### src/ttse_pkg.sv
// ttse_pkg: shared types, codes and constants of the task table sleep engine
// used by the front, back and top of the block; no dependencies
`default_nettype none

package ttse_pkg;

    // default table size and fixed limits
    localparam int SLOTS_DEF   = 16;
    localparam int MAX_RESULTS = 16;
    localparam int QUEUE_DEPTH = 2;
    localparam logic [31:0] FIRST_ID = 32'd1;

    // action codes on the input
    localparam logic [2:0] ACT_CREATE = 3'd0;
    localparam logic [2:0] ACT_SLEEP  = 3'd1;
    localparam logic [2:0] ACT_EXIT   = 3'd2;
    localparam logic [2:0] ACT_TICK   = 3'd3;
    localparam logic [2:0] ACT_LOOKUP = 3'd4;

    // result kinds
    localparam logic [2:0] K_CREATED = 3'd0;
    localparam logic [2:0] K_FULL    = 3'd1;
    localparam logic [2:0] K_WOKEN   = 3'd2;
    localparam logic [2:0] K_FOUND   = 3'd3;
    localparam logic [2:0] K_MISSING = 3'd4;
    localparam logic [2:0] K_DONE    = 3'd5;

    // slot states
    localparam logic [1:0] ST_FREE   = 2'd0;
    localparam logic [1:0] ST_READY  = 2'd1;
    localparam logic [1:0] ST_SLEEP  = 2'd2;
    localparam logic [1:0] ST_ZOMBIE = 2'd3;

    typedef enum logic [2:0] {
        OP_CREATE,
        OP_SLEEP,
        OP_EXIT,
        OP_TICK,
        OP_LOOKUP,
        OP_NOP
    } t_op;

    typedef struct packed {
        logic [2:0]  action;
        logic [7:0]  new_priority;
        logic [31:0] sleep_length;
        logic [3:0]  target_slot;
        logic [31:0] wanted_id;
    } t_item;

    typedef struct packed {
        logic [2:0]  kind;
        logic [3:0]  slot_index;
        logic [31:0] task_id;
        logic [7:0]  task_priority;
        logic [1:0]  slot_state;
        logic        last;
    } t_result;

    // classified command handed from front to back
    typedef struct packed {
        t_op         op;
        logic        slot_ok;
        logic [7:0]  new_priority;
        logic [31:0] sleep_length;
        logic [3:0]  target_slot;
        logic [31:0] wanted_id;
    } t_cmd;

endpackage

`default_nettype wire

### src/ttse_fifo.sv
// ttse_fifo: small flop-based queue of fixed-width words
// depends on nothing
`default_nettype none

module ttse_fifo #(
    parameter int WIDTH = 8,
    parameter int DEPTH = 2
) (
    input  wire logic             i_clk,
    input  wire logic             i_rst_n,
    input  wire logic             i_push,
    output logic                  o_full,
    input  wire logic [WIDTH-1:0] i_data,
    input  wire logic             i_pop,
    output logic                  o_empty,
    output logic      [WIDTH-1:0] o_data
);

    localparam int PW = (DEPTH > 1) ? $clog2(DEPTH) : 1;
    localparam int CW = $clog2(DEPTH + 1);

    logic [WIDTH-1:0] r_mem [DEPTH];
    logic [PW-1:0]    r_wr_ptr;
    logic [PW-1:0]    r_rd_ptr;
    logic [CW-1:0]    r_count;
    logic             push_ok;
    logic             pop_ok;

    assign o_full  = (r_count == CW'(DEPTH));
    assign o_empty = (r_count == '0);
    assign o_data  = r_mem[r_rd_ptr];
    assign push_ok = i_push && !o_full;
    assign pop_ok  = i_pop && !o_empty;

    always_ff @(posedge i_clk) begin
        if (push_ok) begin
            r_mem[r_wr_ptr] <= i_data;
        end
    end

    always_ff @(posedge i_clk) begin
        if (!i_rst_n) begin
            r_wr_ptr <= '0;
            r_rd_ptr <= '0;
            r_count  <= '0;
        end else begin
            if (push_ok) begin
                r_wr_ptr <= (r_wr_ptr == PW'(DEPTH - 1)) ? '0 : r_wr_ptr + 1'b1;
            end
            if (pop_ok) begin
                r_rd_ptr <= (r_rd_ptr == PW'(DEPTH - 1)) ? '0 : r_rd_ptr + 1'b1;
            end
            if (push_ok && !pop_ok) begin
                r_count <= r_count + 1'b1;
            end else if (pop_ok && !push_ok) begin
                r_count <= r_count - 1'b1;
            end
        end
    end

endmodule

`default_nettype wire

### src/ttse_front.sv
// ttse_front: input stage, decodes the action and range-checks the target slot
// depends on ttse_pkg
`default_nettype none

module ttse_front
    import ttse_pkg::*;
#(
    parameter int SLOTS = SLOTS_DEF
) (
    input  wire logic  i_clk,
    input  wire logic  i_rst_n,
    input  wire logic  i_push,
    output logic       o_full,
    input  wire t_item i_item,
    output logic       o_cmd_push,
    input  wire logic  i_cmd_full,
    output t_cmd       o_cmd
);

    logic  r_valid;
    t_cmd  r_cmd;
    t_cmd  n_cmd;
    logic  accept;

    assign o_full     = r_valid && i_cmd_full;
    assign accept     = i_push && !o_full;
    assign o_cmd_push = r_valid;
    assign o_cmd      = r_cmd;

    always_comb begin
        n_cmd              = '0;
        n_cmd.new_priority = i_item.new_priority;
        n_cmd.sleep_length = i_item.sleep_length;
        n_cmd.target_slot  = i_item.target_slot;
        n_cmd.wanted_id    = i_item.wanted_id;
        n_cmd.slot_ok      = (32'(i_item.target_slot) < 32'(SLOTS));
        unique case (i_item.action)
            ACT_CREATE: n_cmd.op = OP_CREATE;
            ACT_SLEEP:  n_cmd.op = OP_SLEEP;
            ACT_EXIT:   n_cmd.op = OP_EXIT;
            ACT_TICK:   n_cmd.op = OP_TICK;
            ACT_LOOKUP: n_cmd.op = OP_LOOKUP;
            default:    n_cmd.op = OP_NOP;
        endcase
    end

    always_ff @(posedge i_clk) begin
        if (accept) begin
            r_cmd <= n_cmd;
        end
    end

    always_ff @(posedge i_clk) begin
        if (!i_rst_n) begin
            r_valid <= 1'b0;
        end else begin
            r_valid <= accept || (r_valid && i_cmd_full);
        end
    end

endmodule

`default_nettype wire

### src/ttse_back.sv
// ttse_back: slot table and scan sequencer that carries out each command
// depends on ttse_pkg
`default_nettype none

module ttse_back
    import ttse_pkg::*;
#(
    parameter int SLOTS = SLOTS_DEF
) (
    input  wire logic i_clk,
    input  wire logic i_rst_n,
    input  wire t_cmd i_cmd,
    input  wire logic i_cmd_empty,
    output logic      o_cmd_pop,
    output t_result   o_res,
    output logic      o_res_push,
    input  wire logic i_res_full
);

    localparam int SW  = $clog2(SLOTS);
    localparam int WCW = $clog2(MAX_RESULTS + 1);

    typedef enum logic [1:0] {
        S_IDLE,
        S_SCAN,
        S_FLUSH
    } t_state;

    // table stores, no reset: their values are only used for slots that were written
    logic [31:0] mem_id   [SLOTS];
    logic [7:0]  mem_prio [SLOTS];
    logic [31:0] mem_left [SLOTS];

    logic [1:0]  r_status [SLOTS];

    t_state      r_state;
    t_cmd        r_cmd;
    logic [SW-1:0] r_addr;
    logic [SW-1:0] r_last_addr;
    logic        r_issued;
    logic        r_v2;
    logic [SW-1:0] r_idx2;
    logic [31:0] r_id_q;
    logic [7:0]  r_prio_q;
    logic [31:0] r_left_q;
    logic        r_pend_v;
    t_result     r_pend;
    logic [WCW-1:0] r_wake_cnt;
    logic [31:0] r_id_ctr;

    logic [1:0]  st2;
    logic [31:0] dec_left;
    logic        cand_v;
    t_result     cand;
    logic        wr_id, wr_prio, wr_left, wr_st;
    logic [31:0] new_left;
    logic [1:0]  new_st;
    logic        stop;
    logic        wake_cnt_inc;
    logic        ctr_inc;
    logic        stall;
    logic        go;
    logic        rd_en;
    logic        is_slot_op;
    t_result     dflt;

    assign st2        = r_status[r_idx2];
    assign dec_left   = (r_left_q != '0) ? r_left_q - 32'd1 : '0;
    assign is_slot_op = (i_cmd.op == OP_SLEEP) || (i_cmd.op == OP_EXIT);
    assign o_cmd_pop  = (r_state == S_IDLE) && !i_cmd_empty;

    // stage two: act on the slot whose stores were read into the stage registers
    always_comb begin
        cand_v       = 1'b0;
        cand         = '0;
        wr_id        = 1'b0;
        wr_prio      = 1'b0;
        wr_left      = 1'b0;
        wr_st        = 1'b0;
        new_left     = dec_left;
        new_st       = st2;
        stop         = 1'b0;
        wake_cnt_inc = 1'b0;
        ctr_inc      = 1'b0;
        if (r_state == S_SCAN && r_v2) begin
            unique case (r_cmd.op)
                OP_CREATE: begin
                    if (st2 == ST_FREE) begin
                        wr_id    = 1'b1;
                        wr_prio  = 1'b1;
                        wr_st    = 1'b1;
                        new_st   = ST_READY;
                        ctr_inc  = 1'b1;
                        stop     = 1'b1;
                        cand_v   = 1'b1;
                        cand     = '{K_CREATED, 4'(r_idx2), r_id_ctr,
                                     r_cmd.new_priority, ST_READY, 1'b0};
                    end
                end
                OP_LOOKUP: begin
                    if (st2 != ST_FREE && r_id_q == r_cmd.wanted_id) begin
                        stop   = 1'b1;
                        cand_v = 1'b1;
                        cand   = '{K_FOUND, 4'(r_idx2), r_id_q, r_prio_q, st2, 1'b0};
                    end
                end
                OP_SLEEP: begin
                    if (st2 == ST_READY || st2 == ST_SLEEP) begin
                        wr_left  = 1'b1;
                        new_left = r_cmd.sleep_length;
                        wr_st    = 1'b1;
                        new_st   = ST_SLEEP;
                        cand_v   = 1'b1;
                        cand     = '{K_DONE, 4'(r_idx2), r_id_q, r_prio_q, ST_SLEEP, 1'b0};
                    end
                end
                OP_EXIT: begin
                    if (st2 == ST_READY || st2 == ST_SLEEP) begin
                        wr_st  = 1'b1;
                        new_st = ST_ZOMBIE;
                        cand_v = 1'b1;
                        cand   = '{K_DONE, 4'(r_idx2), r_id_q, r_prio_q, ST_ZOMBIE, 1'b0};
                    end
                end
                OP_TICK: begin
                    if (st2 == ST_SLEEP) begin
                        wr_left = 1'b1;
                        if (dec_left == '0) begin
                            wr_st  = 1'b1;
                            new_st = ST_READY;
                            // only the first MAX_RESULTS wakeups of one tick are reported
                            if (r_wake_cnt < WCW'(MAX_RESULTS)) begin
                                wake_cnt_inc = 1'b1;
                                cand_v       = 1'b1;
                                cand         = '{K_WOKEN, 4'(r_idx2), r_id_q, r_prio_q,
                                                 ST_READY, 1'b0};
                            end
                        end
                    end
                end
                default: ;
            endcase
        end
    end

    // a new result displaces the held one, which then must go out
    assign stall = cand_v && r_pend_v && i_res_full;
    assign go    = !stall;
    assign rd_en = (r_state == S_SCAN) && go && !stop && !r_issued;

    always_comb begin
        dflt            = '0;
        dflt.last       = 1'b1;
        unique case (r_cmd.op)
            OP_CREATE: dflt.kind = K_FULL;
            OP_LOOKUP: dflt.kind = K_MISSING;
            OP_SLEEP, OP_EXIT: begin
                dflt.kind       = K_DONE;
                dflt.slot_index = r_cmd.target_slot;
            end
            default:   dflt.kind = K_DONE;
        endcase
    end

    always_comb begin
        if (r_state == S_FLUSH) begin
            o_res      = r_pend_v ? r_pend : dflt;
            o_res.last = 1'b1;
            o_res_push = !i_res_full;
        end else begin
            o_res      = r_pend;
            o_res.last = 1'b0;
            o_res_push = (r_state == S_SCAN) && go && cand_v && r_pend_v;
        end
    end

    // table memories: one read address and one write address per cycle
    always_ff @(posedge i_clk) begin
        if (rd_en) begin
            r_id_q   <= mem_id[r_addr];
            r_prio_q <= mem_prio[r_addr];
            r_left_q <= mem_left[r_addr];
        end
        if (go && wr_id) begin
            mem_id[r_idx2] <= r_id_ctr;
        end
        if (go && wr_prio) begin
            mem_prio[r_idx2] <= r_cmd.new_priority;
        end
        if (go && wr_left) begin
            mem_left[r_idx2] <= new_left;
        end
    end

    always_ff @(posedge i_clk) begin
        if (!i_rst_n) begin
            r_state    <= S_IDLE;
            r_v2       <= 1'b0;
            r_issued   <= 1'b0;
            r_pend_v   <= 1'b0;
            r_wake_cnt <= '0;
            r_id_ctr   <= FIRST_ID;
            for (int i = 0; i < SLOTS; i++) begin
                r_status[i] <= ST_FREE;
            end
        end else begin
            unique case (r_state)
                S_IDLE: begin
                    if (!i_cmd_empty) begin
                        r_cmd      <= i_cmd;
                        r_pend_v   <= 1'b0;
                        r_wake_cnt <= '0;
                        r_v2       <= 1'b0;
                        r_issued   <= 1'b0;
                        if (is_slot_op) begin
                            r_addr      <= SW'(i_cmd.target_slot);
                            r_last_addr <= SW'(i_cmd.target_slot);
                        end else begin
                            r_addr      <= '0;
                            r_last_addr <= SW'(SLOTS - 1);
                        end
                        if (i_cmd.op == OP_NOP || (is_slot_op && !i_cmd.slot_ok)) begin
                            r_state <= S_FLUSH;
                        end else begin
                            r_state <= S_SCAN;
                        end
                    end
                end
                S_SCAN: begin
                    if (go) begin
                        if (stop) begin
                            r_v2    <= 1'b0;
                            r_state <= S_FLUSH;
                        end else if (!r_issued) begin
                            r_v2     <= 1'b1;
                            r_idx2   <= r_addr;
                            r_addr   <= r_addr + 1'b1;
                            r_issued <= (r_addr == r_last_addr);
                        end else begin
                            r_v2 <= 1'b0;
                            if (!r_v2) begin
                                r_state <= S_FLUSH;
                            end
                        end
                        if (cand_v) begin
                            r_pend   <= cand;
                            r_pend_v <= 1'b1;
                        end
                        if (wr_st) begin
                            r_status[r_idx2] <= new_st;
                        end
                        if (ctr_inc) begin
                            r_id_ctr <= r_id_ctr + 32'd1;
                        end
                        if (wake_cnt_inc) begin
                            r_wake_cnt <= r_wake_cnt + 1'b1;
                        end
                    end
                end
                S_FLUSH: begin
                    if (!i_res_full) begin
                        r_pend_v <= 1'b0;
                        r_state  <= S_IDLE;
                    end
                end
                default: r_state <= S_IDLE;
            endcase
        end
    end

endmodule

`default_nettype wire

### src/task_table_sleep_engine_top.sv
// task table sleep engine: a full scan walks every slot, a create or lookup stops at its
// hit slot, sleep and exit touch only their target slot; the slot table read port gives
// one slot per cycle unless a full result queue stalls the scan; the back starts a new
// item only after the final result of the last one; reset: synchronous active low, all
// slots free, id at one
// depends on ttse_pkg, ttse_fifo, ttse_front, ttse_back
`default_nettype none

module task_table_sleep_engine_top
    import ttse_pkg::*;
#(
    parameter int SLOTS = SLOTS_DEF
) (
    input  wire logic    i_clk,
    input  wire logic    i_rst_n,
    // input side: queue-style push/full
    input  wire logic    push,
    output logic         full,
    input  wire t_item   i_item,
    // result side: queue-style empty/pop
    output logic         empty,
    input  wire logic    pop,
    output t_result      o_result
);

    // front to back command queue
    t_cmd    front_cmd;
    logic    cmd_push;
    logic    cmd_full;
    logic    cmd_empty;
    logic    cmd_pop;
    t_cmd    back_cmd;
    logic [$bits(t_cmd)-1:0] cmd_q_out;

    // back to output result queue
    t_result back_res;
    logic    res_push;
    logic    res_full;
    logic [$bits(t_result)-1:0] res_q_out;

    // front decodes the action and checks the slot range
    ttse_front #(
        .SLOTS (SLOTS)
    ) u_front (
        .i_clk      (i_clk),
        .i_rst_n    (i_rst_n),
        .i_push     (push),
        .o_full     (full),
        .i_item     (i_item),
        .o_cmd_push (cmd_push),
        .i_cmd_full (cmd_full),
        .o_cmd      (front_cmd)
    );

    // short queue so the front keeps taking items while the back scans
    ttse_fifo #(
        .WIDTH ($bits(t_cmd)),
        .DEPTH (QUEUE_DEPTH)
    ) u_cmd_q (
        .i_clk   (i_clk),
        .i_rst_n (i_rst_n),
        .i_push  (cmd_push),
        .o_full  (cmd_full),
        .i_data  (front_cmd),
        .i_pop   (cmd_pop),
        .o_empty (cmd_empty),
        .o_data  (cmd_q_out)
    );

    assign back_cmd = t_cmd'(cmd_q_out);

    // back owns the slot table and walks it one slot per cycle while the scan is not stalled
    ttse_back #(
        .SLOTS (SLOTS)
    ) u_back (
        .i_clk       (i_clk),
        .i_rst_n     (i_rst_n),
        .i_cmd       (back_cmd),
        .i_cmd_empty (cmd_empty),
        .o_cmd_pop   (cmd_pop),
        .o_res       (back_res),
        .o_res_push  (res_push),
        .i_res_full  (res_full)
    );

    // result queue decouples the scan from a stalled consumer
    ttse_fifo #(
        .WIDTH ($bits(t_result)),
        .DEPTH (QUEUE_DEPTH)
    ) u_res_q (
        .i_clk   (i_clk),
        .i_rst_n (i_rst_n),
        .i_push  (res_push),
        .o_full  (res_full),
        .i_data  (back_res),
        .i_pop   (pop),
        .o_empty (empty),
        .o_data  (res_q_out)
    );

    assign o_result = t_result'(res_q_out);

    // back never offers a result into a full queue
    a_res_no_overflow: assert property (@(posedge i_clk) disable iff (!i_rst_n)
        res_push |-> !res_full)
        else $error("result transfer offered while result queue full");

    // front holds its command while the queue is full
    a_front_holds: assert property (@(posedge i_clk) disable iff (!i_rst_n)
        (cmd_push && cmd_full) |=> (cmd_push && $stable(front_cmd)))
        else $error("front dropped a stalled command");

    // only kinds that are defined leave the block
    a_kind_range: assert property (@(posedge i_clk) disable iff (!i_rst_n)
        !empty |-> (o_result.kind <= K_DONE))
        else $error("undefined result kind");

    // single-result kinds always close their item
    a_single_last: assert property (@(posedge i_clk) disable iff (!i_rst_n)
        (!empty && (o_result.kind == K_CREATED || o_result.kind == K_FULL ||
                    o_result.kind == K_FOUND || o_result.kind == K_MISSING))
        |-> o_result.last)
        else $error("single result without last");

endmodule

`default_nettype wire

### config.mk
export PLATFORM = sky130hd
export DESIGN_NAME = task_table_sleep_engine_top
export DESIGN_NICKNAME = d
export VERILOG_FILES = /design/src/ttse_pkg.sv /design/src/ttse_fifo.sv /design/src/ttse_front.sv /design/src/ttse_back.sv /design/src/task_table_sleep_engine_top.sv
export SDC_FILE = /design/constraint.sdc
export NUM_CORES = 2
export LEC_CHECK = 0
export BUFFER_PORTS_ARGS = -buffer_cell sky130_fd_sc_hd__buf_2
export CELL_PAD_IN_SITES_DETAIL_PLACEMENT = 1
export CELL_PAD_IN_SITES_GLOBAL_PLACEMENT = 1
export CORE_MARGIN = 2
export CORE_UTILIZATION = 45
export DETAILED_ROUTE_END_ITERATION = 8
export PLACE_DENSITY = 0.66
export SKIP_CTS_REPAIR_TIMING = 1
export SLEW_MARGIN = 20
export SYNTH_ARGS = -nofsm -noshare
export SYNTH_HDL_FRONTEND = slang
export SYNTH_SLANG_ARGS = --single-unit
### constraint.sdc
create_clock -name i_clk -period 7.2 [get_ports i_clk]
set_input_delay 1.44 -clock i_clk [delete_from_list [all_inputs] [get_ports i_clk]]
set_output_delay 1.44 -clock i_clk [all_outputs]
set_load 0.05 [all_outputs]
==> summary.md <==
| Metric | Value |
|---|---|
| Status | `finished clean` |
| # IOs | `135` |
| Die span in y | `394 um` |
| Unrepaired setup endpoints after global routing | `no` |
| Core area | `152000 um^2` |
| P&R area growth vs syn | `13.6%` |
| Startpoint types | `flip-flop` |
| Worst VDD drop | `0.191 mV` |
| Leak | `24.5 nW` |
| Clock latency on the worst-skew pair | `810 ps` |
| Crit-path cells | `inv_1, ha_1, nor3b_1, nand4_2, nor4_1, mux2_2, nor4b_4, o2111ai_4, a21o_1, o21ai_1, nor2b_4, buf_4` |
| Vias | `33044` |
| CP required | `7670 ps` |
| Synth area leaders | `edfxtp_1, mux4_2, mux2_2` |
| Setup-failing EPs final | `0` |
| Count leader, synth | `edfxtp_1` |
| CTS tree | `yes` |
| Synth Flop Type | `edfxtp_1` |
| Peak Freq | `177 MHz` |
| Vias/cell | `5.82` |
| I/O Buffers | `134` |
| GR Util All Layers | `0.213` |
| Register area share after synthesis | `0.776` |
| GPL Wtd Cong | `0.837` |
| Die area | `155000 um^2` |
| DR WL/cell | `29.1 um` |
| Gr ovfl total | `0` |
| Clock H-tree levels | `4` |
| CP Class | `flip-flop to flip-flop` |
| N_diodes | `0` |
| Critical Path AT | `6130 ps` |
| Core Rows | `143` |
| Pin count of the biggest net entering global routing | `137` |
| # DRC | `0` |
| First-pass GRT wire length | `240 mm` |
| Top cells by count, synth | `edfxtp_1, mux4_2, nor2_1` |
| Seq cells post-synth | `1790` |
| Nets | `3598` |
| Netlist cell types | `71` |
| Number of global-route vias before repair | `33925` |
| Slew of the pin with the lowest slew margin | `1180 ps` |
| Design area | `77800 um^2` |
| Clock sink count | `1790` |
| Placed insts | `5352` |
| MaxCap Viol Count | `0` |
| Post-synth EDFFs | `1733` |
| Final worst path period share | `0.785` |
| Share of cells above drive strength 1 | `0.285` |
| Fin. max-slew vios | `0` |
| Mapped Cells | `3263` |
| Synthesized area | `68500 um^2` |
| Sum Neg Setup Slack | `0 ps` |
| Ys Warns | `0` |
| Max Buffers Root-to-Sink | `3` |
| Num CTS Buffers | `176` |
| Setup Skew | `25.3 ps` |
| Worst hold margin | `441 ps` |
| Placed Area | `72100 um^2` |
| Max incr delay on CP | `770 ps` |
| Starting density of the core | `0.452` |
| CTS clk-pin slew, worst paths | `60 ps` |
| Synthesized area per cell | `21.0 um^2` |
| Initial antenna violation count | `12` |
| Post-detailed-route count of antenna-violating nets | `0` |
| Tot Pwr | `27.3 mW` |
| Max-slew headroom | `0.214` |
| Hold Path Class | `flip-flop to flip-flop` |
| Root buf cell | `clkbuf_16` |
| Pwr dens | `351 nW/um^2` |
| Final hold vios | `0` |
| CP Max Fanout | `28` |
| Synthesized net count | `3357` |
| Area leader, netlist | `edfxtp_1` |
| Post-Layout Cell Count | `5675` |
| Yosys top cell area share | `0.760` |
| Initial DRC count | `3778` |
| Critical path's slowest cell | `nor2b_4` |
| TritonRoute pass-1 iters | `5` |
| Post-DP HPWL | `103 mm` |
| Crit. End Element | `flip-flop` |
| Tmin final | `5650 ps` |
| Fraction of registers with async set or reset after synthesis | `0` |
| DRT Wirelength | `165 mm` |
| Die W | `394 um` |
==> worst max-delay path, delay by kind of cell, from the launching register on <==
family                   cells  cell delay (ps)
multiplexers                 1              410
buffers and inverters        2              600
flip-flops                   1              530
AO/OA/AOI/OAI                3              860
adder cells (fa/ha/maj)      1              250
AND/OR/NAND/NOR              5             2640
==> metrics by stage <==
stage                     worst slack [ps]  utilization
final                                 1550        0.513
after global routing                  1110        0.513
after CTS                             1520        0.513
after detailed placement              1560        0.476
after global placement                1710        0.476
after floorplan                        449            -
==> flip-flops by register name (all words and copies together) (netlist names), 4 cells and up, named ones only <==
name                count
u_back.mem_id         512
u_back.mem_left       512
u_cmd_q.r_mem         158
u_back.mem_prio       128
u_res_q.r_mem         100
u_back.r_cmd           79
u_front.o_cmd          79
u_back.r_pend          49
u_back.r_id_ctr        32
u_back.r_id_q          32
u_back.r_left_q        32
u_back.r_status        32
u_back.r_prio_q         8
u_back.r_wake_cnt       5
u_back.r_addr           4
u_back.r_idx2           4
u_back.r_last_addr      4
==> final timing paths <==
| check | from | end | slack [ps] | cells after the start |
|---|---|---|---|---|
| min reg2reg | u_front.o_cmd[30] | u_cmd_q.r_mem[0][30] | 440 | 0 |
| max reg2reg | u_back.r_left_q[0] | u_res_q.r_mem[0][40] | 1550 | 12 |
| min | u_front.o_cmd[30] | u_cmd_q.r_mem[0][30] | 440 | 0 |
| max | u_back.r_left_q[0] | u_res_q.r_mem[0][40] | 1550 | 12 |
==> per-layer routing <==
layer / up-vias / wire length (um) / GRT usage
li1: 13843 / - / -
met1: 17712 / 76000 / 0.337
met2: 1255 / 72100 / 0.300
met3: 232 / 13700 / 0.0463
met4: 2 / 3160 / 0.0521
met5: - / 17 / 0
==> report_power, final <==
group,internal [mW],total (mW),switching [mW],leakage (nW)
Clock,5.05,8.94,3.89,2.69
Sequential,12.4,12.9,0.509,16.5
Combinational,2.13,5.41,3.29,5.29
==> cell type report <==
cell class	count	area (um^2)
clock buffers	252	4820
multi-input cells	1298	15000
well taps	2030	2540
fillers	13429	73700
flip-flops and latches	1790	53200
repair buffers	220	1450
clock inverters	67	744
inverters	18	67.6
==> cells by family (layout without fill, tap and decap cells) <==
logic type	Yosys count	after routing	share of synthesized area
mux	513	513	0.145
flops	1790	1790	0.776
simple gates	503	503	0.0371
xor+xnor	89	89	0.0114
fa+ha+maj	11	11	0.00201
compound gates	182	182	0.0181
buf+inv	175	557	0.0102
==> placed cells by master, fill, tap and decap left out, drive strengths merged, types with 28 or more instances in the layout <==
cell type	synthesis	final
nor2	182	182
mux2	136	136
inv	18	28
o21ai	60	60
nand2	92	92
dfxtp	57	57
edfxtp	1733	1733
nor3	29	29
mux4	370	370
a22oi	40	40
clkinv	0	43
buf	49	220
clkbuf	108	252
nand3	33	33
nor2b	53	53
xor2	63	63
a21oi	30	30
(Power assumes the default switching activity.)
